### src/hw/rtl/mwml_pkg.sv
package mwml_pkg;

	localparam int unsigned NUM_W = 62;
	localparam int unsigned DEN_W = 32;
	localparam int unsigned QUO_W = 31;

	localparam logic [31:0] FRONT_W_RST = 32'hFFFF_D1EC;
	localparam logic [31:0] REAR_W_RST  = 32'hFFFF_C7AE;
	localparam logic [30:0] LIMIT_RST   = 31'h0004_0000;

	typedef enum logic [1:0] {
		REG_FRONT_W,
		REG_REAR_W,
		REG_LIMIT
	} reg_idx_t;

	typedef logic [3:0][31:0] wheel_vec_t;
	typedef logic [3:0][15:0] cur_vec_t;

	typedef struct packed {
		wheel_vec_t w;
		cur_vec_t   cur;
		logic [3:0] neg;
		logic       scaled;
	} side_t;

	typedef struct packed {
		wheel_vec_t w;
		cur_vec_t   cur;
		logic       scaled;
	} res_t;

endpackage

### src/hw/rtl/mwml_div.sv
module mwml_div import mwml_pkg::*; (
	input  logic             clk,
	input  logic             en,
	input  logic [NUM_W-1:0] num,
	input  logic [DEN_W-1:0] den,
	output logic [QUO_W-1:0] quo
);

	logic [DEN_W-1:0] rem_s  [1:QUO_W];
	logic [QUO_W-1:0] bits_s [1:QUO_W];
	logic [DEN_W-1:0] den_s  [1:QUO_W];

	for (genvar k = 1; k <= QUO_W; k++) begin : g_step
		logic [DEN_W-1:0] rem_p;
		logic [QUO_W-1:0] bits_p;
		logic [DEN_W-1:0] den_p;
		logic [DEN_W:0]   trial;
		logic             ge;

		if (k == 1) begin : g_first
			// high part of the numerator is already below the divisor
			assign rem_p  = DEN_W'(num[NUM_W-1:QUO_W]);
			assign bits_p = num[QUO_W-1:0];
			assign den_p  = den;
		end else begin : g_next
			assign rem_p  = rem_s[k-1];
			assign bits_p = bits_s[k-1];
			assign den_p  = den_s[k-1];
		end

		assign trial = {rem_p, bits_p[QUO_W-1]};
		assign ge    = (trial >= {1'b0, den_p});

		// quotient bits shift in as numerator bits shift out
		always_ff @(posedge clk) begin
			if (en) begin
				rem_s[k]  <= ge ? DEN_W'(trial - {1'b0, den_p}) : trial[DEN_W-1:0];
				bits_s[k] <= {bits_p[QUO_W-2:0], ge};
				den_s[k]  <= den_p;
			end
		end
	end

	assign quo = bits_s[QUO_W];

endmodule
### config.mk
export PLATFORM = sky130hd
export DESIGN_NAME = mwml_div
export DESIGN_NICKNAME = d
export VERILOG_FILES = /design/src/hw/rtl/mwml_pkg.sv /design/src/hw/rtl/mwml_div.sv
export SDC_FILE = /design/constraint.sdc
export NUM_CORES = 2
export LEC_CHECK = 0
export ABC_CLOCK_PERIOD_IN_PS = 7800
export BUFFER_PORTS_ARGS = -buffer_cell sky130_fd_sc_hd__buf_2
export CAP_MARGIN = 20
export CELL_PAD_IN_SITES_DETAIL_PLACEMENT = 0
export CELL_PAD_IN_SITES_GLOBAL_PLACEMENT = 1
export CORE_ASPECT_RATIO = 1.5
export CORE_UTILIZATION = 55
export CTS_CLUSTER_DIAMETER = 80
export DETAILED_ROUTE_END_ITERATION = 8
export PLACE_DENSITY = 0.93
export REMOVE_ABC_BUFFERS = 1
export SYNTH_ARGS = -nofsm -noshare
export SYNTH_HDL_FRONTEND = slang
export SYNTH_SLANG_ARGS = --single-unit
### constraint.sdc
create_clock -name clk -period 7.8 [get_ports clk]
set_clock_uncertainty 0.2 [all_clocks]
set_input_delay 0.39 -clock clk [delete_from_list [all_inputs] [get_ports clk]]
set_output_delay 0.39 -clock clk [all_outputs]
set_load 0.02 [all_outputs]
==> impl_metrics.ini <==
[place]
portBuffers = 126
dp_cells = 15800
dp_hpwl_mm = 311
gp_congestion = 1.05

[drt]
firstDrtPassIters = 6
drtAntennaViolNets = 0
wl_per_cell_um = 24.3
viasPerCell = 5.94
drc = 0
totalWireLength_mm = 402
vias = 98000
drtIter0Drc = 5764

[synthesis]
synthDistinctLibCells = 85
yosysWarningCount = 0
synth_area_per_cell_um2 = 12.1
synth_edf_count = 2881
synthFlopType = edfxtp_1
synthCells = 12300
async_flop_share_pct = 0
yosysSeqAreaShare_pct = 57.9
ys_seq_elements = 2881
syn_area_mm2 = 0.149

[clock_tree]
cts_sinks = 2881
root_buffer = clkbuf_16
cts.clk_slew.worst_paths_ns = 0.06
cts_buffer_depth = 4
cts_made_buffers = 290
tritoncts = yes
postCtsResizedCells = 0
cts.htree.levels = 5
clkLatencyLatePin_ns = 0.88

[layout]
drive_gt1_share_pct = 9.09
num-nets-final = 13800
stdcell_count = 16500
area_growth_pct = 10.6

[sta]
tns_ns = 0
worst_slew_pin_slew_ns = 1.35
rsz0062_at_grt = false
slew_headroom_pct = 10.0
post-route-period-util_pct = 77.7
hold_viol = 0
setup_violations = 0
slew_violations = 0
min_period_ns = 6.06
fmax_mhz = 165

[die]
io-pin-count = 127
die-height_um = 640
coreArea_mm2 = 0.269
rows = 233
die_area_mm2 = 0.274
die_w_um = 427
start_util_pct = 55.5

[global_route]
gr-usage-met3_pct = 3.80
grt_max_degree = 184
grt_pass1_vias = 104000
met1_usage_pct = 21.0
use_met2_pct = 58.9
grt_use_total_pct = 29.2
grt_first_pass_wirelength_mm = 596
antenna_found_initial = 15
grt_busiest_layer = met2
grt_overflow = 0

[outcome]
outcome = finished, final reports clean

[worst_hold_path]
hold_start = den[5]
hold_path_end = den_s[0][37]
hp-class = in2reg
hold_depth = 2

[power]
p_total_mw = 70.7
cellPowerDensity_mw_per_mm2 = 428
leakagePower_nw = 66.3
ir_drop_mv = 0.237

[worst_setup_path]
ff2ff_setup_slack_ns = 1.74
worstPathRequired_ns = 8.08
crit_type = reg2reg
cp.arrival_ns = 6.35
rr_startpoint = den_s[0][449]
worstReg2RegEnd = rem_s[0][488]
worstPathMaxFanout = 62
start_kind = flip-flop
reg2regPathDepth = 14
critPathCaptureType = flip-flop

[flow_run]
max-cap-violations = 0
[cell type report]
| type | count | area (um^2) |
|---|---|---|
| inverter | 1231 | 4620 |
| multi-input combinational | 7945 | 57200 |
| clock buffer | 350 | 7570 |
| timing repair buffer | 380 | 3180 |
| antenna | 31 | 77.6 |
| clock inverter | 167 | 1580 |
| fill | 20400 | 104000 |
| tap | 3525 | 4410 |
| sequential | 2881 | 86500 |
[sequential cells by signal, summed over array words and instances (netlist names)]
signal,count
rem_s,960
bits_s,961
den_s,960
[worst max-delay path by stage]
stage                   from            end  slack (ns)  cells after the start
2_1_floorplan   rem_s[0][64]  rem_s[0][127]        1.40                     12
3_3_place_gp     den_s[1][1]   rem_s[1][55]        1.44                     13
3_5_place_dp     den_s[1][1]   rem_s[1][60]        1.94                     14
4_1_cts          den_s[1][1]   rem_s[1][60]        1.92                     14
5_1_grt          den_s[1][1]   rem_s[1][55]        1.75                     14
6_report       den_s[0][449]  rem_s[0][488]        1.74                     14
[cells by family (layout without fill, tap and decap cells)]
family | Yosys count | after routing | synth area share [%]
xor gates and xnor gates | 817 | 817 | 4.79
and+or+nand+nor | 2507 | 2507 | 7.95
AOI/OAI and AO/OA | 3109 | 3109 | 13.0
muxes | 490 | 490 | 3.67
other | 0 | 31 | 0
adders and majority gates | 1022 | 1022 | 8.72
DFF | 2881 | 2881 | 57.9
buffers and inverters | 1522 | 2128 | 3.94
[critical path, stage by stage (launching register included)]
cell and delay [ns]:
edfxtp_1 0.46, inv_1 0.09, ha_1 0.23, nor2b_1 0.15
o31a_1 0.29, o22ai_1 0.55, o21ai_1 0.33, a211o_1 0.47
a2111oi_0 0.62, o21bai_1 0.17, buf_4 0.20, a311o_1 0.35
a2111oi_4 0.34, buf_4 0.56, o21ai_0 0.53
[synthesized netlist by cell type, types with 19 or more instances]
cell type	instances	area share [%]
o31ai_1	55	0.28
nand2b_1	135	0.57
buf_2	21	0.070
o21a_1	153	0.77
o211ai_1	41	0.21
a31o_2	22	0.13
nor3_1	115	0.39
and4_1	32	0.19
nand2_1	690	1.7
and2_1	38	0.16
nor4_1	38	0.16
xnor2_1	505	3.0
nand3_1	183	0.61
mux2_2	429	3.2
nand4_1	154	0.65
o21ai_1	19	0.064
mux2_1	25	0.19
a21boi_0	44	0.22
or2_2	37	0.16
nor2b_1	158	0.66
a31oi_1	97	0.41
o21ai_0	636	2.1
o21bai_1	117	0.59
a221oi_1	21	0.12
ha_1	992	8.3
a311oi_1	20	0.12
a211oi_1	71	0.36
a21o_1	492	2.5
mux2i_1	36	0.24
buf_4	32	0.16
a21oi_1	1076	3.6
xor2_1	312	1.8
o31a_1	33	0.19
a211o_1	26	0.15
fa_1	30	0.40
and3_1	78	0.33
nor2_1	756	1.9
a41oi_1	19	0.11
edfxtp_1	2881	58
clkbuf_1	217	0.55
a2111oi_0	22	0.13
or3_1	39	0.16
inv_1	1231	3.1
[what timing repair did]
action,in CTS,in global routing
hold buffers,144,0
endpoints found under the hold margin,186,0
setup buffers,0,0
[cells in the final DEF (no fill, tap or decap), types with 113 or more instances in the layout]
master,instances
edfxtp_1,2881
inv_1,1231
a21oi_1,1076
ha_1,992
nor2_1,756
nand2_1,689
o21ai_0,634
xnor2_1,505
a21o_1,492
mux2_2,429
xor2_1,312
clkbuf_16,294
nand3_1,183
nor2b_1,158
nand4_1,154
o21a_1,152
dlygate4sd3_1,144
nand2b_1,135
buf_2,126
o21bai_1,117
nor3_1,113
[routing by layer]
| metal | vias up | share of wire (%) |
|---|---|---|
| li1 | 46300 | - |
| met1 | 47700 | 27 |
| met2 | 2549 | 57 |
| met3 | 1468 | 3.1 |
| met4 | 8 | 13 |
| met5 | - | 0.012 |
[report_power, final]
part           switching [mW]  leakage [nW]  total, mW  internal (mW)
Sequential               2.08          28.1       24.4           22.4
Combinational            19.2          33.7       32.4           13.2
Clock                    6.05          4.45       13.8           7.79
[stage by stage]
step	instance area (um^2)	utilization, %	hold WS (ns)	worst slack [ns]
final	165000	61.4	0.0544	1.74
after global routing	165000	61.4	0.0290	1.75
after CTS	165000	61.3	0.00105	1.92
after detailed placement	154000	57.4	0.205	1.94
after global placement	154000	57.4	0.201	1.44
after floorplan	148000	-	0.200	1.40
No activity file was read; power rests on OpenSTA's default activity.
